$ cat config.mk
export PLATFORM = sky130hd
export DESIGN_NAME = bmp32_to_rgb444_blitter_core
export DESIGN_NICKNAME = d
export VERILOG_FILES = /design/src/rtl/bmpblt_pkg.sv /design/src/rtl/bmpblt_fifo.sv /design/src/rtl/bmpblt_front.sv /design/src/rtl/bmpblt_back.sv /design/src/rtl/bmp32_to_rgb444_blitter_core.sv
export SDC_FILE = /design/constraint.sdc
export NUM_CORES = 1
export LEC_CHECK = 0
export ABC_AREA = 1
export BUFFER_PORTS_ARGS = -buffer_cell sky130_fd_sc_hd__buf_2
export CORE_ASPECT_RATIO = 2
export CORE_MARGIN = 1
export CORE_UTILIZATION = 33
export CTS_CLUSTER_DIAMETER = 30
export DETAILED_ROUTE_END_ITERATION = 6
export SLEW_MARGIN = 20
export SYNTH_ARGS = -nofsm -noshare
export SYNTH_HDL_FRONTEND = slang
export SYNTH_HIERARCHICAL = 1
export SYNTH_SLANG_ARGS = --single-unit
$ cat constraint.sdc
create_clock -name clk -period 15.9 [get_ports clk]
set_input_delay 3.18 -clock clk [delete_from_list [all_inputs] [get_ports clk]]
set_output_delay 3.18 -clock clk [all_outputs]
set_load 0.01 [all_outputs]
$ cat src/rtl/bmpblt_pkg.sv
`default_nettype none
package bmpblt_pkg;

  localparam int DIM_W = 13;
  localparam int ORG_W = 11;
  localparam int CFG_IDX_W = 2;

  localparam int ITEM_Q_DEPTH = 4;
  localparam int RES_Q_DEPTH = 4;

  // header byte positions
  localparam logic [4:0] OFS_SIG0 = 5'h00;
  localparam logic [4:0] OFS_SIG1 = 5'h01;
  localparam logic [4:0] OFS_DATA = 5'h0a;
  localparam logic [4:0] OFS_WIDTH = 5'h12;
  localparam logic [4:0] OFS_HEIGHT = 5'h16;
  localparam logic [31:0] HEADER_END = 32'h1a;

  localparam logic [7:0] SIG_FIRST = 8'h42;
  localparam logic [7:0] SIG_SECOND = 8'h4d;

  localparam logic [CFG_IDX_W-1:0] CFG_ORIGIN_X = 2'd0;
  localparam logic [CFG_IDX_W-1:0] CFG_ORIGIN_Y = 2'd1;
  localparam logic [CFG_IDX_W-1:0] CFG_CENTER_MODE = 2'd2;

  typedef enum logic [2:0] {
    ST_RUN = 3'd0,
    ST_DONE = 3'd1,
    ST_NOT_BMP = 3'd2,
    ST_TRUNC = 3'd3,
    ST_BAD_SIZE = 3'd4
  } status_t;

  typedef struct packed {
    logic [7:0] file_byte;
    logic       last_byte;
  } in_item_t;

  typedef struct packed {
    logic        pixel_valid;
    logic [9:0]  pixel_x;
    logic [8:0]  pixel_y;
    logic [11:0] color;
    status_t     status;
  } out_item_t;

  // work item between front and back
  typedef struct packed {
    logic             is_pixel;
    logic [DIM_W-1:0] column;
    logic [DIM_W-1:0] img_row;
    logic [11:0]      color;
    status_t          status;
  } job_t;

  typedef struct packed {
    logic [DIM_W-1:0] width;
    logic [DIM_W-1:0] height;
  } img_dims_t;

  typedef struct packed {
    logic [ORG_W-1:0] origin_x;
    logic [ORG_W-1:0] origin_y;
    logic             center_mode;
  } cfg_regs_t;

endpackage
`default_nettype wire

$ cat src/rtl/bmpblt_fifo.sv
`default_nettype none
module bmpblt_fifo #(
  parameter type item_t = logic,
  parameter int DEPTH = 4
) (
  input  wire   clk,
  input  wire   rst_n,
  input  wire   push,
  input  item_t wr_data,
  output logic  full,
  input  wire   pop,
  output item_t rd_data,
  output logic  empty
);

  localparam int PTR_W = (DEPTH > 1) ? $clog2(DEPTH) : 1;
  localparam int CNT_W = $clog2(DEPTH + 1);
  localparam logic [PTR_W-1:0] PTR_LAST = PTR_W'(DEPTH - 1);
  localparam logic [CNT_W-1:0] CNT_FULL = CNT_W'(DEPTH);

  item_t            mem [DEPTH];
  logic [PTR_W-1:0] wr_ptr_r, wr_ptr_nxt;
  logic [PTR_W-1:0] rd_ptr_r, rd_ptr_nxt;
  logic [CNT_W-1:0] count_r, count_nxt;
  logic             do_push, do_pop;

  assign full = (count_r == CNT_FULL);
  assign empty = (count_r == '0);
  assign do_push = push && !full;
  assign do_pop = pop && !empty;
  assign rd_data = mem[rd_ptr_r];

  always_comb begin
    wr_ptr_nxt = wr_ptr_r;
    rd_ptr_nxt = rd_ptr_r;
    count_nxt = count_r;
    if (do_push) begin
      wr_ptr_nxt = (wr_ptr_r == PTR_LAST) ? '0 : wr_ptr_r + 1'b1;
    end
    if (do_pop) begin
      rd_ptr_nxt = (rd_ptr_r == PTR_LAST) ? '0 : rd_ptr_r + 1'b1;
    end
    if (do_push && !do_pop) begin
      count_nxt = count_r + 1'b1;
    end else if (do_pop && !do_push) begin
      count_nxt = count_r - 1'b1;
    end
  end

  always_ff @(posedge clk) begin
    if (!rst_n) begin
      wr_ptr_r <= '0;
      rd_ptr_r <= '0;
      count_r <= '0;
    end else begin
      wr_ptr_r <= wr_ptr_nxt;
      rd_ptr_r <= rd_ptr_nxt;
      count_r <= count_nxt;
    end
  end

  always_ff @(posedge clk) begin
    if (do_push) begin
      mem[wr_ptr_r] <= wr_data;
    end
  end

endmodule
`default_nettype wire

$ cat src/rtl/bmpblt_front.sv
`default_nettype none
module bmpblt_front #(
  parameter int MAX_DIM = 4096
) (
  input  wire                  clk,
  input  wire                  rst_n,
  input  wire                  byte_valid,
  input  bmpblt_pkg::in_item_t byte_in,
  output logic                 job_push,
  output bmpblt_pkg::job_t     job,
  output bmpblt_pkg::img_dims_t dims
);

  localparam int DW = bmpblt_pkg::DIM_W;
  localparam logic [31:0] MAX_DIM_W = 32'(MAX_DIM);

  typedef enum logic [1:0] {
    PH_HEADER,
    PH_SKIP,
    PH_PIXELS,
    PH_FINISHED
  } phase_t;

  phase_t        phase_r, phase_nxt;
  logic [31:0]   byte_offset_r, byte_offset_nxt;
  logic [31:0]   data_start_r, data_start_nxt;
  logic [31:0]   field_acc_r, field_acc_nxt;
  logic [DW-1:0] image_width_r, image_width_nxt;
  logic [DW-1:0] image_height_r, image_height_nxt;
  logic          top_down_r, top_down_nxt;
  logic [DW-1:0] column_count_r, column_count_nxt;
  logic [DW-1:0] row_count_r, row_count_nxt;
  logic [1:0]    byte_in_pixel_r, byte_in_pixel_nxt;
  logic [7:0]    blue_hold_r, blue_hold_nxt;
  logic [7:0]    green_hold_r, green_hold_nxt;
  logic [7:0]    first_byte_hold_r, first_byte_hold_nxt;

  logic [7:0]    b;
  logic [4:0]    hdr_off;
  logic [31:0]   acc_full;
  logic [31:0]   mag;
  logic [DW-1:0] col_inc, row_inc;
  logic          emit_pixel;
  bmpblt_pkg::status_t status;

  assign b = byte_in.file_byte;
  assign hdr_off = byte_offset_r[4:0];
  // the field's top byte arrives with this beat
  assign acc_full = {b, field_acc_r[23:0]};
  assign mag = acc_full[31] ? (32'd0 - acc_full) : acc_full;
  assign col_inc = column_count_r + 1'b1;
  assign row_inc = row_count_r + 1'b1;

  always_comb begin
    phase_nxt = phase_r;
    byte_offset_nxt = byte_offset_r;
    data_start_nxt = data_start_r;
    field_acc_nxt = field_acc_r;
    image_width_nxt = image_width_r;
    image_height_nxt = image_height_r;
    top_down_nxt = top_down_r;
    column_count_nxt = column_count_r;
    row_count_nxt = row_count_r;
    byte_in_pixel_nxt = byte_in_pixel_r;
    blue_hold_nxt = blue_hold_r;
    green_hold_nxt = green_hold_r;
    first_byte_hold_nxt = first_byte_hold_r;
    status = bmpblt_pkg::ST_RUN;
    emit_pixel = 1'b0;

    if (byte_valid && phase_r != PH_FINISHED) begin
      case (phase_r)
        PH_HEADER: begin
          byte_offset_nxt = byte_offset_r + 1'b1;
          if (hdr_off == bmpblt_pkg::OFS_SIG0) begin
            first_byte_hold_nxt = b;
          end else if (hdr_off == bmpblt_pkg::OFS_SIG1) begin
            if (first_byte_hold_r != bmpblt_pkg::SIG_FIRST || b != bmpblt_pkg::SIG_SECOND) begin
              status = bmpblt_pkg::ST_NOT_BMP;
            end
          end else if (hdr_off inside {[bmpblt_pkg::OFS_DATA:bmpblt_pkg::OFS_DATA + 5'd3]})
          begin
            data_start_nxt[8 * 2'(hdr_off - bmpblt_pkg::OFS_DATA) +: 8] = b;
          end else if (hdr_off inside
                       {[bmpblt_pkg::OFS_WIDTH:bmpblt_pkg::OFS_WIDTH + 5'd3]}) begin
            field_acc_nxt[8 * 2'(hdr_off - bmpblt_pkg::OFS_WIDTH) +: 8] = b;
            if (hdr_off == bmpblt_pkg::OFS_WIDTH + 5'd3) begin
              if (acc_full == '0 || acc_full > MAX_DIM_W) begin
                status = bmpblt_pkg::ST_BAD_SIZE;
              end else begin
                image_width_nxt = acc_full[DW-1:0];
              end
              field_acc_nxt = '0;
            end
          end else if (hdr_off inside
                       {[bmpblt_pkg::OFS_HEIGHT:bmpblt_pkg::OFS_HEIGHT + 5'd3]}) begin
            field_acc_nxt[8 * 2'(hdr_off - bmpblt_pkg::OFS_HEIGHT) +: 8] = b;
            if (hdr_off == bmpblt_pkg::OFS_HEIGHT + 5'd3) begin
              if (acc_full[31]) begin
                top_down_nxt = 1'b1;
              end
              if (mag == '0 || mag > MAX_DIM_W) begin
                status = bmpblt_pkg::ST_BAD_SIZE;
              end else begin
                image_height_nxt = mag[DW-1:0];
                // data offset must lie past the header
                if (data_start_r < bmpblt_pkg::HEADER_END) begin
                  status = bmpblt_pkg::ST_NOT_BMP;
                end else if (data_start_r == bmpblt_pkg::HEADER_END) begin
                  phase_nxt = PH_PIXELS;
                end else begin
                  phase_nxt = PH_SKIP;
                end
              end
              field_acc_nxt = '0;
            end
          end
        end
        PH_SKIP: begin
          byte_offset_nxt = byte_offset_r + 1'b1;
          if (byte_offset_nxt == data_start_r) begin
            phase_nxt = PH_PIXELS;
          end
        end
        PH_PIXELS: begin
          case (byte_in_pixel_r)
            2'd0: begin
              blue_hold_nxt = b;
              byte_in_pixel_nxt = 2'd1;
            end
            2'd1: begin
              green_hold_nxt = b;
              byte_in_pixel_nxt = 2'd2;
            end
            2'd2: begin
              emit_pixel = 1'b1;
              byte_in_pixel_nxt = 2'd3;
              column_count_nxt = col_inc;
              if (col_inc >= image_width_r) begin
                column_count_nxt = '0;
                row_count_nxt = row_inc;
                if (row_inc >= image_height_r) begin
                  status = bmpblt_pkg::ST_DONE;
                end
              end
            end
            default: begin
              byte_in_pixel_nxt = 2'd0;
            end
          endcase
        end
        default: begin
        end
      endcase

      if (status == bmpblt_pkg::ST_RUN && byte_in.last_byte) begin
        status = bmpblt_pkg::ST_TRUNC;
      end
      if (status != bmpblt_pkg::ST_RUN) begin
        phase_nxt = PH_FINISHED;
      end
    end
  end

  assign job_push = emit_pixel || (status != bmpblt_pkg::ST_RUN);

  always_comb begin
    job.is_pixel = emit_pixel;
    job.column = column_count_r;
    job.img_row = top_down_r ? row_count_r : (image_height_r - 1'b1 - row_count_r);
    job.color = {blue_hold_r[7:4], green_hold_r[7:4], b[7:4]};
    job.status = status;
  end

  assign dims.width = image_width_r;
  assign dims.height = image_height_r;

  always_ff @(posedge clk) begin
    if (!rst_n) begin
      phase_r <= PH_HEADER;
      byte_offset_r <= '0;
      data_start_r <= '0;
      field_acc_r <= '0;
      image_width_r <= '0;
      image_height_r <= '0;
      top_down_r <= 1'b0;
      column_count_r <= '0;
      row_count_r <= '0;
      byte_in_pixel_r <= '0;
      blue_hold_r <= '0;
      green_hold_r <= '0;
      first_byte_hold_r <= '0;
    end else begin
      phase_r <= phase_nxt;
      byte_offset_r <= byte_offset_nxt;
      data_start_r <= data_start_nxt;
      field_acc_r <= field_acc_nxt;
      image_width_r <= image_width_nxt;
      image_height_r <= image_height_nxt;
      top_down_r <= top_down_nxt;
      column_count_r <= column_count_nxt;
      row_count_r <= row_count_nxt;
      byte_in_pixel_r <= byte_in_pixel_nxt;
      blue_hold_r <= blue_hold_nxt;
      green_hold_r <= green_hold_nxt;
      first_byte_hold_r <= first_byte_hold_nxt;
    end
  end

endmodule
`default_nettype wire

$ cat src/rtl/bmpblt_back.sv
`default_nettype none
module bmpblt_back #(
  parameter int SCREEN_WIDTH = 640,
  parameter int SCREEN_HEIGHT = 480
) (
  input  wire                   clk,
  input  wire                   rst_n,
  input  wire                   job_empty,
  output logic                  job_pop,
  input  bmpblt_pkg::job_t      job,
  input  bmpblt_pkg::img_dims_t dims,
  input  bmpblt_pkg::cfg_regs_t cfg,
  input  wire                   res_full,
  output logic                  res_push,
  output bmpblt_pkg::out_item_t res
);

  localparam int DW = bmpblt_pkg::DIM_W;
  localparam logic [DW-1:0] SCR_W = DW'(SCREEN_WIDTH);
  localparam logic [DW-1:0] SCR_H = DW'(SCREEN_HEIGHT);

  logic [DW-1:0] ox_r, ox_nxt;
  logic [DW-1:0] oy_r, oy_nxt;
  logic [DW-1:0] x, y;
  logic          on_screen, pv;

  // placement offsets, settled long before any pixel arrives
  always_comb begin
    if (cfg.center_mode) begin
      ox_nxt = (SCR_W > dims.width) ? ((SCR_W - dims.width) >> 1) : '0;
      oy_nxt = (SCR_H > dims.height) ? ((SCR_H - dims.height) >> 1) : '0;
    end else begin
      ox_nxt = DW'(cfg.origin_x);
      oy_nxt = DW'(cfg.origin_y);
    end
  end

  always_ff @(posedge clk) begin
    if (!rst_n) begin
      ox_r <= '0;
      oy_r <= '0;
    end else begin
      ox_r <= ox_nxt;
      oy_r <= oy_nxt;
    end
  end

  assign x = ox_r + job.column;
  assign y = oy_r + job.img_row;
  assign on_screen = (x < SCR_W) && (y < SCR_H);
  assign pv = job.is_pixel && on_screen;

  assign job_pop = !job_empty && !res_full;
  // clipped pixels with no status leave nothing behind
  assign res_push = job_pop && (pv || job.status != bmpblt_pkg::ST_RUN);

  always_comb begin
    res.pixel_valid = pv;
    res.pixel_x = pv ? x[9:0] : '0;
    res.pixel_y = pv ? y[8:0] : '0;
    res.color = pv ? job.color : '0;
    res.status = job.status;
  end

endmodule
`default_nettype wire

$ cat src/rtl/bmp32_to_rgb444_blitter_core.sv
`default_nettype none
// Decodes a 32 bpp BMP byte stream into RGB444 pixel writes. One file byte is
// taken per cycle while in_full is low; the header parser and pixel tracker in
// the front end finish each byte's work in the cycle it is accepted, and in_full
// rises only when the four-entry job queue backs up because results are not
// being popped. Only on-screen pixels and status changes produce results; once
// a status other than running is reported, further bytes are taken and dropped
// until reset.
// Configuration writes are always ready and should be issued while idle.
module bmp32_to_rgb444_blitter_core #(
  parameter int SCREEN_WIDTH = 640,
  parameter int SCREEN_HEIGHT = 480,
  parameter int MAX_DIM = 4096
) (
  input  wire                                      clk,
  input  wire                                      rst_n,
  input  wire                                      in_push,
  output logic                                     in_full,
  input  bmpblt_pkg::in_item_t                     in_data,
  output logic                                     out_empty,
  input  wire                                      out_pop,
  output bmpblt_pkg::out_item_t                    out_data,
  input  wire                                      cfg_valid,
  output logic                                     cfg_ready,
  input  wire [bmpblt_pkg::CFG_IDX_W-1:0]          cfg_index,
  input  wire [bmpblt_pkg::ORG_W-1:0]              cfg_data
);

  logic                  byte_valid;
  logic                  job_push, job_pop, job_empty;
  bmpblt_pkg::job_t      job_wr, job_rd;
  bmpblt_pkg::img_dims_t dims;
  logic                  res_push, res_full;
  bmpblt_pkg::out_item_t res;
  bmpblt_pkg::cfg_regs_t cfg_r, cfg_nxt;

  assign cfg_ready = 1'b1;
  assign byte_valid = in_push && !in_full;

  always_comb begin
    cfg_nxt = cfg_r;
    if (cfg_valid) begin
      case (cfg_index)
        bmpblt_pkg::CFG_ORIGIN_X: cfg_nxt.origin_x = cfg_data;
        bmpblt_pkg::CFG_ORIGIN_Y: cfg_nxt.origin_y = cfg_data;
        bmpblt_pkg::CFG_CENTER_MODE: cfg_nxt.center_mode = cfg_data[0];
        default: begin
        end
      endcase
    end
  end

  always_ff @(posedge clk) begin
    if (!rst_n) begin
      cfg_r <= '0;
    end else begin
      cfg_r <= cfg_nxt;
    end
  end

  bmpblt_front #(
    .MAX_DIM(MAX_DIM)
  ) u_front (
    .clk       (clk),
    .rst_n     (rst_n),
    .byte_valid(byte_valid),
    .byte_in   (in_data),
    .job_push  (job_push),
    .job       (job_wr),
    .dims      (dims)
  );

  bmpblt_fifo #(
    .item_t(bmpblt_pkg::job_t),
    .DEPTH (bmpblt_pkg::ITEM_Q_DEPTH)
  ) u_job_q (
    .clk    (clk),
    .rst_n  (rst_n),
    .push   (job_push),
    .wr_data(job_wr),
    .full   (in_full),
    .pop    (job_pop),
    .rd_data(job_rd),
    .empty  (job_empty)
  );

  bmpblt_back #(
    .SCREEN_WIDTH (SCREEN_WIDTH),
    .SCREEN_HEIGHT(SCREEN_HEIGHT)
  ) u_back (
    .clk      (clk),
    .rst_n    (rst_n),
    .job_empty(job_empty),
    .job_pop  (job_pop),
    .job      (job_rd),
    .dims     (dims),
    .cfg      (cfg_r),
    .res_full (res_full),
    .res_push (res_push),
    .res      (res)
  );

  bmpblt_fifo #(
    .item_t(bmpblt_pkg::out_item_t),
    .DEPTH (bmpblt_pkg::RES_Q_DEPTH)
  ) u_res_q (
    .clk    (clk),
    .rst_n  (rst_n),
    .push   (res_push),
    .wr_data(res),
    .full   (res_full),
    .pop    (out_pop),
    .rd_data(out_data),
    .empty  (out_empty)
  );

  // a final status ends the stream: nothing follows it from the front end
  a_status_is_last: assert property (@(posedge clk) disable iff (!rst_n)
    (job_push && job_wr.status != bmpblt_pkg::ST_RUN) |=> !job_push)
    else $error("job pushed after final status");

  // a result with no pixel exists only to carry a status
  a_empty_result_has_status: assert property (@(posedge clk) disable iff (!rst_n)
    (!out_empty && !out_data.pixel_valid) |-> (out_data.status != bmpblt_pkg::ST_RUN))
    else $error("result without pixel or status");

  // the front end only emits jobs for accepted beats
  a_job_needs_beat: assert property (@(posedge clk) disable iff (!rst_n)
    job_push |-> byte_valid)
    else $error("job without accepted beat");

  // back end never drops a result on a full output queue
  a_res_not_lost: assert property (@(posedge clk) disable iff (!rst_n)
    res_push |-> !res_full)
    else $error("result pushed into full queue");

endmodule
`default_nettype wire
==> implementation parameters, run 1 <==
Parameter                              Value

Setup path
  Largest stage delay on the critical path    ~0.49 ns
  Required time of the worst setup path    16.45 ns
  Max Fanout on Critical Path    55
  Element type at the critical path start    primary input
  Critical path startpoint    in_data[8]
  Most Frequent Cell on Critical Path    nand2_1
  Critical path type    primary input to flop
  Element type at the critical path end    flop
  Critical-path top delay cell    buf_4
  Arrival time of data at the critical path endpoint    roughly 7.4 ns

STA
  Final clock period utilization by the worst path    between 40% and 50%
  Post-layout worst setup margin    9.048 ns
  Worst hold slack    about 0.47 ns
  Setup violations, final    0
  Max-Slew Margin vs Limit    about a third
  Slew Limit Fails    0
  Final worst path period need    6.852 ns
  Final clock skew    0.04010 ns
  RSZ-0062 raised after global routing    false
  Aggregate negative setup slack    0 ns
  Total count of hold-check failures in the final report    0
  Maximum operating frequency    ~150 MHz
  Transition at the pin with the smallest max-transition slack    0.9847 ns

Finish
  Sequential cell area    13780 µm²
  Non-filler instance count after layout    between 4k and 5k
  Core utilization of the finished layout    38.14%
  Fill cells    between 8k and 9k
  Final net count    3505
  Area of combinational cells with multiple inputs    11870 µm²
  Area growth from synthesis to layout    14.58%
  Fraction of final layout cells sized beyond drive strength 1    10.06%

Power
  Maximum resistive drop on vdd    0.00007750 V
  NetSw    1714 µW
  Switching part of the total power    35.10%
  Flop pwr share    35.4%
  Share of total power in combinational logic    27.0%
  Total power divided by cell area    153.3 nW/µm²
  Internal power    3169 µW
  Standby leakage power    0.01286 µW
  Clock share of power    37.5%

Outcome
  Outcome    completed

CTS
  H-Tree Level Count    3
  Number of buffers inserted during clock tree synthesis    78
  Hold buffers post-CTS    0
  Post-CTS setup buffer count    0
  Reg clk slew, reported paths    0.06 ns
  Clock tree from TritonCTS    done
  Post_cts resized    0
  Number of buffers on the longest clock path    3
  CTS Root Buffer Type    clkbuf_16
  TritonCTS sink count    534
  Worst skew pair latency    0.67 ns

Global route
  Number of antenna violations at the first check in global routing    9
  Number of global-route vias before repair    22.43k
  Gr usage total    18.88%
  Maximum number of pins on one net before global-route repair    85
  First-pass GRT wire length    124200 µm
  Grt total ovfl    0

Synth
  Post-synthesis register bit count    534
  Top cells by area, synth    edfxtp_1 (33%), dfxtp_1 (16%), nand2_1 (8.0%)
  Mapped Area    27800 µm²
  Post-synth top area share    33.26%
  Largest area contributor in the synthesized netlist    edfxtp_1
  Syn_area_per_cell    8.305 µm²
  Async set or reset register ratio after synthesis    0%
  Post-synth top cells    nand2_1 (593), nor2_1 (460), inv_1 (392)
  Dominant synthesized flop cell    edfxtp_1
  Net count after synthesis    between 3k and 4k
  Gate count of the mapped netlist    3348
  Sequential fraction of the synthesis area    49.54%
  Number of enable-type register cells in the synthesized netlist    between 300 and 400
  Ys Warns    6
  Number of unique standard cell types used by synthesis    65
  Most common cell in the synthesized netlist    nand2_1

Die
  Standard-cell rows    150
  Starting Density    33.29%
  Die Height    412.5 µm
  Full die area    85490 µm²
  I/O pin cnt    between 60 and 70
  Standard cell core area    83520 µm²
  Die X    207.3 µm

Job
  Max-capacitance violation count    0

Placed design
  Placement Setup Slack    8.435 ns
  Cells after DPL    4368
  Placed wire-length estimate    58820 µm
  Final weighted congestion in routability-driven placement    0.9524
  Input/output buffers    63

Detailed routing
  Violation count after the first detailed-route iteration    1159
  Number of vias per cell after detailed routing    5.051
  Remaining design rule violation count    0
  Detailed-route wire length    around 80000 µm
  Number of routed nets with antenna violations    0
  Wire length per cell    17.75 µm
  Vias    between 20k and 25k
  Detailed Routing Iterations Pass 1    5

Min path
  Worst min path class    flop to flop
  HP Start    cfg_r[9]
==> kinds of logic after synthesis <==
| group | after synthesis | synth area share, % |
|---|---|---|
| flip-flops | 534 | 49.54 |
| buffers and inverters | 535 | 8.100 |
| multiplexers | 11 | 0.4320 |
| other | 1 | 0.01349 |
| XOR/XNOR | 54 | 1.778 |
| AND/OR/NAND/NOR | 1412 | 21.90 |
| adder cells (fa/ha/maj) | 93 | 4.320 |
| AO/OA/AOI/OAI | 708 | 13.92 |
==> layout make-up <==
type / count / share of cell area [%]
Antenna cell: 3 / 0.02357
Inverter: 403 / 4.756
Sequential cell: 534 / 43.24
Tap cell: 1064 / 4.179
Clock inverter: 55 / 2.435
Clock buffer: 90 / 6.500
Timing Repair Buffer: 89 / 1.610
Multi-Input combinational cell: 2279 / 37.25
==> worst max-delay path: cells and delay by family <==
family / cells / cell delay (ns)
and+or+nand+nor: 22 / 2.41
buffers and inverters: 5 / 1.02
adders and majority gates: 2 / 0.63
AOI/OAI and AO/OA: 1 / 0.15
==> layer usage <==
layer | wire length (µm) | GRT usage (%)
met3 | 2993 | 3.388
met5 | 69 | 0
met4 | 6493 | 15.09
met2 | 42680 | 36.27
met1 | 27930 | 17.33
==> metrics by stage <==
| stage | cell area (µm²) | total power [µW] |
|---|---|---|
| after floorplan | 27800 | 2673 |
| after global placement | 28980 | 3080 |
| after detailed placement | 28980 | 3086 |
| after CTS | 31820 | 4931 |
| after global routing | 31860 | 5156 |
| final | 31860 | 4883 |
==> worst paths after layout <==
path / end / slack [ns] / cells past startpoint
max: u_job_q/count_r[1] / 9.05 / 30
min: u_back/oy_r[8] / 0.47 / 2
max reg2reg: u_res_q/count_r[2] / 10.55 / 31
min reg2reg: u_back/oy_r[8] / 0.47 / 2
==> flip-flops by register name, summed over array words and instances, names as in the netlist, 4 cells and up, named ones only <==
register,count
u_job_q/mem,168
u_res_q/mem,140
u_front/byte_offset_r,32
u_front/data_start_r,32
u_front/field_acc_r,24
cfg_r,23
u_front/column_count_r,13
u_front/image_height_r,13
u_front/image_width_r,13
u_front/row_count_r,13
u_back/ox_r,12
u_back/oy_r,12
u_front/first_byte_hold_r,8
u_front/blue_hold_r,4
u_front/green_hold_r,4
==> cells in the final DEF, fill, tap and decap left out, drive strengths merged, types with 15 or more instances in the layout <==
cell and count:
o21ai 338, nand2 610, o22ai 78, dfxtp 226, ha 88, buf 89
nor4 18, clkbuf 90, nor2 499, xor2 39, clkinv 18, a211oi 22
nand3b 15, edfxtp 308, nand3 168, inv 428, nor3 46, nand4 46
a21oi 221
==> power by group through the flow <==
stage               registers, µW  logic [µW]  clock network [µW]
floorplan                    1740         933                   0
global placement             1760        1320                   0
detailed placement           1760        1330                   0
CTS                          1730        1330                1870
global route                 1750        1480                1920
finish                       1730        1320                1830
(Power assumes the default switching activity.)
==> run 2, diff against run 1 <==
- clock period: 15.9 -> 6.3 ns (I/O delays scaled with it)
==> run 2 against run 1 <==
  * Die area is the same
  * Combinational power grew to 2.5 times the previous value
  * Cell count grew 0.18%
  * First-iteration DRC count shrank 3.9%
  * Wire length grew 1.2%
  * Worst hold slack lost 0.052 ns
  * Critical path type is now flop to flop
  * Largest power group unchanged
  * Highest routed layer unchanged
==> implementation parameters, run 2 (synthesized netlist as in run 1, its figures left out) <==
Parameter                              Value

Outcome
  Outcome    completed

Power
  Standby leakage power    0.01286 µW (about the same)
  NetSw    4309 µW (+150%)
  Share of total power in combinational logic    27.5% (+0.5 points)
  Clock share of power    36.5% (-1.0 points)
  Total power divided by cell area    383.6 nW/µm² (+150%)
  Maximum resistive drop on vdd    0.0001946 V (+150%)
  Internal power    7911 µW (+150%)
  Flop pwr share    36.0% (+0.6 points)
  Switching part of the total power    35.26% (+0.16 points)

Global route
  Met2 Resource Use GR    36.21% (-0.064 points)
  Maximum number of pins on one net before global-route repair    95 (+12%)
  Number of antenna violations at the first check in global routing    10 (+1)
  Grt total ovfl    0 (unchanged)
  Gr usage total    18.91% (+0.028 points)
  Number of global-route vias before repair    22.28k (-0.70%)
  Most used routing layer    met2
  Met1 track utilization from global routing    17.22% (-0.11 points)
  First-pass GRT wire length    123600 µm (-0.48%)
  M3 GR Usage    3.655% (+0.27 points)

Die
  Standard cell core area    83520 µm² (unchanged)
  Starting Density    33.29% (unchanged)
  I/O pin cnt    65 (unchanged)
  Standard-cell rows    150 (unchanged)
  Die X    207.3 µm (unchanged)
  Full die area    85490 µm² (unchanged)
  Die Height    412.5 µm (unchanged)

CTS
  Number of buffers on the longest clock path    3 (unchanged)
  Clock tree from TritonCTS    done
  Number of buffers inserted during clock tree synthesis    77 (-1.3%)
  CTS Root Buffer Type    clkbuf_16
  Post-CTS setup buffer count    0 (unchanged)
  H-Tree Level Count    3 (unchanged)
  TritonCTS sink count    534 (unchanged)
  Reg clk slew, reported paths    0.06 ns (about the same)
  Hold buffers post-CTS    0 (unchanged)
  Worst skew pair latency    0.65 ns (-0.02 ns)
  Post_cts resized    0 (unchanged)

Detailed routing
  Violation count after the first detailed-route iteration    1114 (-3.9%)
  Wire length per cell    17.92 µm (+0.98%)
  Number of routed nets with antenna violations    0 (unchanged)
  Detailed-route wire length    81090 µm (+1.2%)
  Detailed Routing Iterations Pass 1    6 (+1)
  Number of vias per cell after detailed routing    5.034 (-0.33%)
  Remaining design rule violation count    0 (unchanged)
  Vias    22.78k (-0.15%)

Setup path
  Slack of the worst reg-to-reg path    1.32 ns (-9.23 ns)
  Depth of the most critical reg-to-reg path    23 (-26%)
  Buf+Inv Stages, Crit Path    4 (-1)
  Largest stage delay on the critical path    0.52 ns (+0.03 ns)
  Critical-path top delay cell    nor2_4
  Cells along the critical path    inv_1 -> nor3_1 -> nand3_1 -> nor2_1 -> nand3_1 -> nor2_1 -> xor2_1 -> inv_1 -> ha_1 -> nand2_1 -> o21ai_0 -> a21oi_1 -> nand3_1 -> inv_1 -> nor2_1 -> a21oi_4 -> nand3_1 -> nand2_1 -> nand2_1 -> nand3_1 -> nand2_1 -> nor2_4 -> buf_4
  Element type at the critical path end    flop
  Kind of cell adding the most delay to the critical path    simple AND/OR/NAND/NOR gates
  Element type at the critical path start    flop
  Most Frequent Cell on Critical Path    nand3_1
  Max Fanout on Critical Path    15 (-73%)
  Critical path startpoint    u_front/row_count_r[0]
  Critical path type    flop to flop
  Required time of the worst setup path    6.63 ns (-9.82 ns)
  Reg2reg start    u_front/row_count_r[0]
  Arrival time of data at the critical path endpoint    5.30 ns (-2.11 ns)
  Endpoint of the worst-slack reg-to-reg timing path    u_job_q/mem[0][8]

Finish
  Commonest cells after routing, fill and taps aside    nand2_1 (593), nor2_1 (451), inv_1 (391)
  Most common library cell in the layout ignoring fill and taps    nand2_1
  Leading registers by flop count    u_job_q/mem: 168 flops, u_res_q/mem: 140 flops
  Number of flip-flops under the largest register name    168 (unchanged)
  Sequential cell area    13780 µm² (about the same)
  Fill cells    8459 (+0.30%)
  Area growth from synthesis to layout    14.57% (about the same)
  Largest reg by FF count    u_job_q/mem
  Fraction of final layout cells sized beyond drive strength 1    10.47% (+0.41 points)
  Final net count    3514 (+0.26%)
  Non-filler instance count after layout    4525 (+0.18%)
  Area of combinational cells with multiple inputs    11900 µm² (+0.24%)

STA
  Aggregate negative setup slack    0 ns (unchanged)
  Maximum operating frequency    ~200 MHz
  Post-layout worst setup margin    1.323 ns (-7.725 ns)
  Slew Limit Fails    0 (unchanged)
  Total count of hold-check failures in the final report    0 (unchanged)
  Final clock period utilization by the worst path    79.00%
  Final clock skew    0.03440 ns (-0.005704 ns)
  Max-Slew Margin vs Limit    17.49% (-17 points)
  Transition at the pin with the smallest max-transition slack    1.228 ns (+0.2434 ns)
  Final worst path period need    4.977 ns
  Setup violations, final    0 (unchanged)
  RSZ-0062 raised after global routing    false

Placed design
  Final weighted congestion in routability-driven placement    0.9855 (+3.5%)
  Placed wire-length estimate    60090 µm (+2.2%)
  Placement Setup Slack    1.196 ns (-7.238 ns)
  Cells after DPL    4377 (+0.21%)
  Input/output buffers    63 (unchanged)

Min path
  Worst min path class    flop to flop
  Hold Crit Endpoint    u_back/oy_r[8]
  Hold Crit Depth    2 (unchanged)
  HP Start    cfg_r[9]

Job
  Max-capacitance violation count    0 (unchanged)
-- run 2: cell types whose count changed in the layout (fill, tap and decap cells not counted), sizes merged --
cell,delta
bufinv,-1
clkbuf,-1
diode,-1
clkinv,+5
clkinvlp,+2
inv,-6
buf,+10
-- run 2: power by group through the flow --
| stage | clock [µW] | combinational (µW) | sequential (µW) |
|---|---|---|---|
| 2_1_floorplan | 0 | 2350 | 4390 |
| 6_report | 4460 | 3360 | 4400 |
| 5_1_grt | 4670 | 3760 | 4450 |
| 3_5_place_dp | 0 | 3360 | 4470 |
| 4_1_cts | 4550 | 3370 | 4400 |
| 3_3_place_gp | 0 | 3340 | 4470 |
-- run 2: per-layer routing --
| metal | wire [µm] | share of wire [%] |
|---|---|---|
| met5 | 111 | 0.14 |
| met4 | 6700 | 8.3 |
| met3 | 3421 | 4.2 |
| met2 | 42950 | 53 |
| met1 | 27910 | 34 |
-- run 2: worst max-delay path by stage --
stage / endpoint / slack, ns / depth (start not counted)
finish: u_job_q/mem[0][8] / 1.32 / 23
global route: u_res_q/count_r[2] / 0.85 / 30
CTS: u_res_q/mem[0][21] / 1.29 / 22
detailed placement: u_job_q/mem[0][10] / 1.20 / 21
global placement: u_job_q/mem[0][24] / 1.24 / 21
floorplan: u_job_q/mem[0][0] / 1.01 / 19
-- run 2: final cells by class --
cell class | count | area share [%]
clock buffer | 89 | 6.386
multi-input combinational | 2279 | 37.34
antenna | 2 | 0.01571
clock inverter | 55 | 2.184
inverter | 403 | 4.756
timing repair buffer | 99 | 1.885
tap | 1064 | 4.179
sequential | 534 | 43.25
-- run 2: worst reg2reg max path: cells and delay by family (launching register included) --
family,cells,cell delay (ns)
AND/OR/NAND/NOR,14,2.71
buffers and inverters,4,0.75
flip-flops,1,0.38
AO/OA/AOI/OAI,3,0.36
adder cells (fa/ha/maj),1,0.29
XOR/XNOR,1,0.16
-- run 2: metrics by stage --
step	util, %	hold slack [ns]	power, µW	instance area [µm²]
CTS	38.06	0.4287	12320	31780
global route	38.14	0.4411	12880	31850
finish	38.14	0.4180	12220	31860
detailed placement	34.79	0.4374	7827	29050
global placement	34.79	0.4307	7809	29050
floorplan	-	0.4081	6747	27800
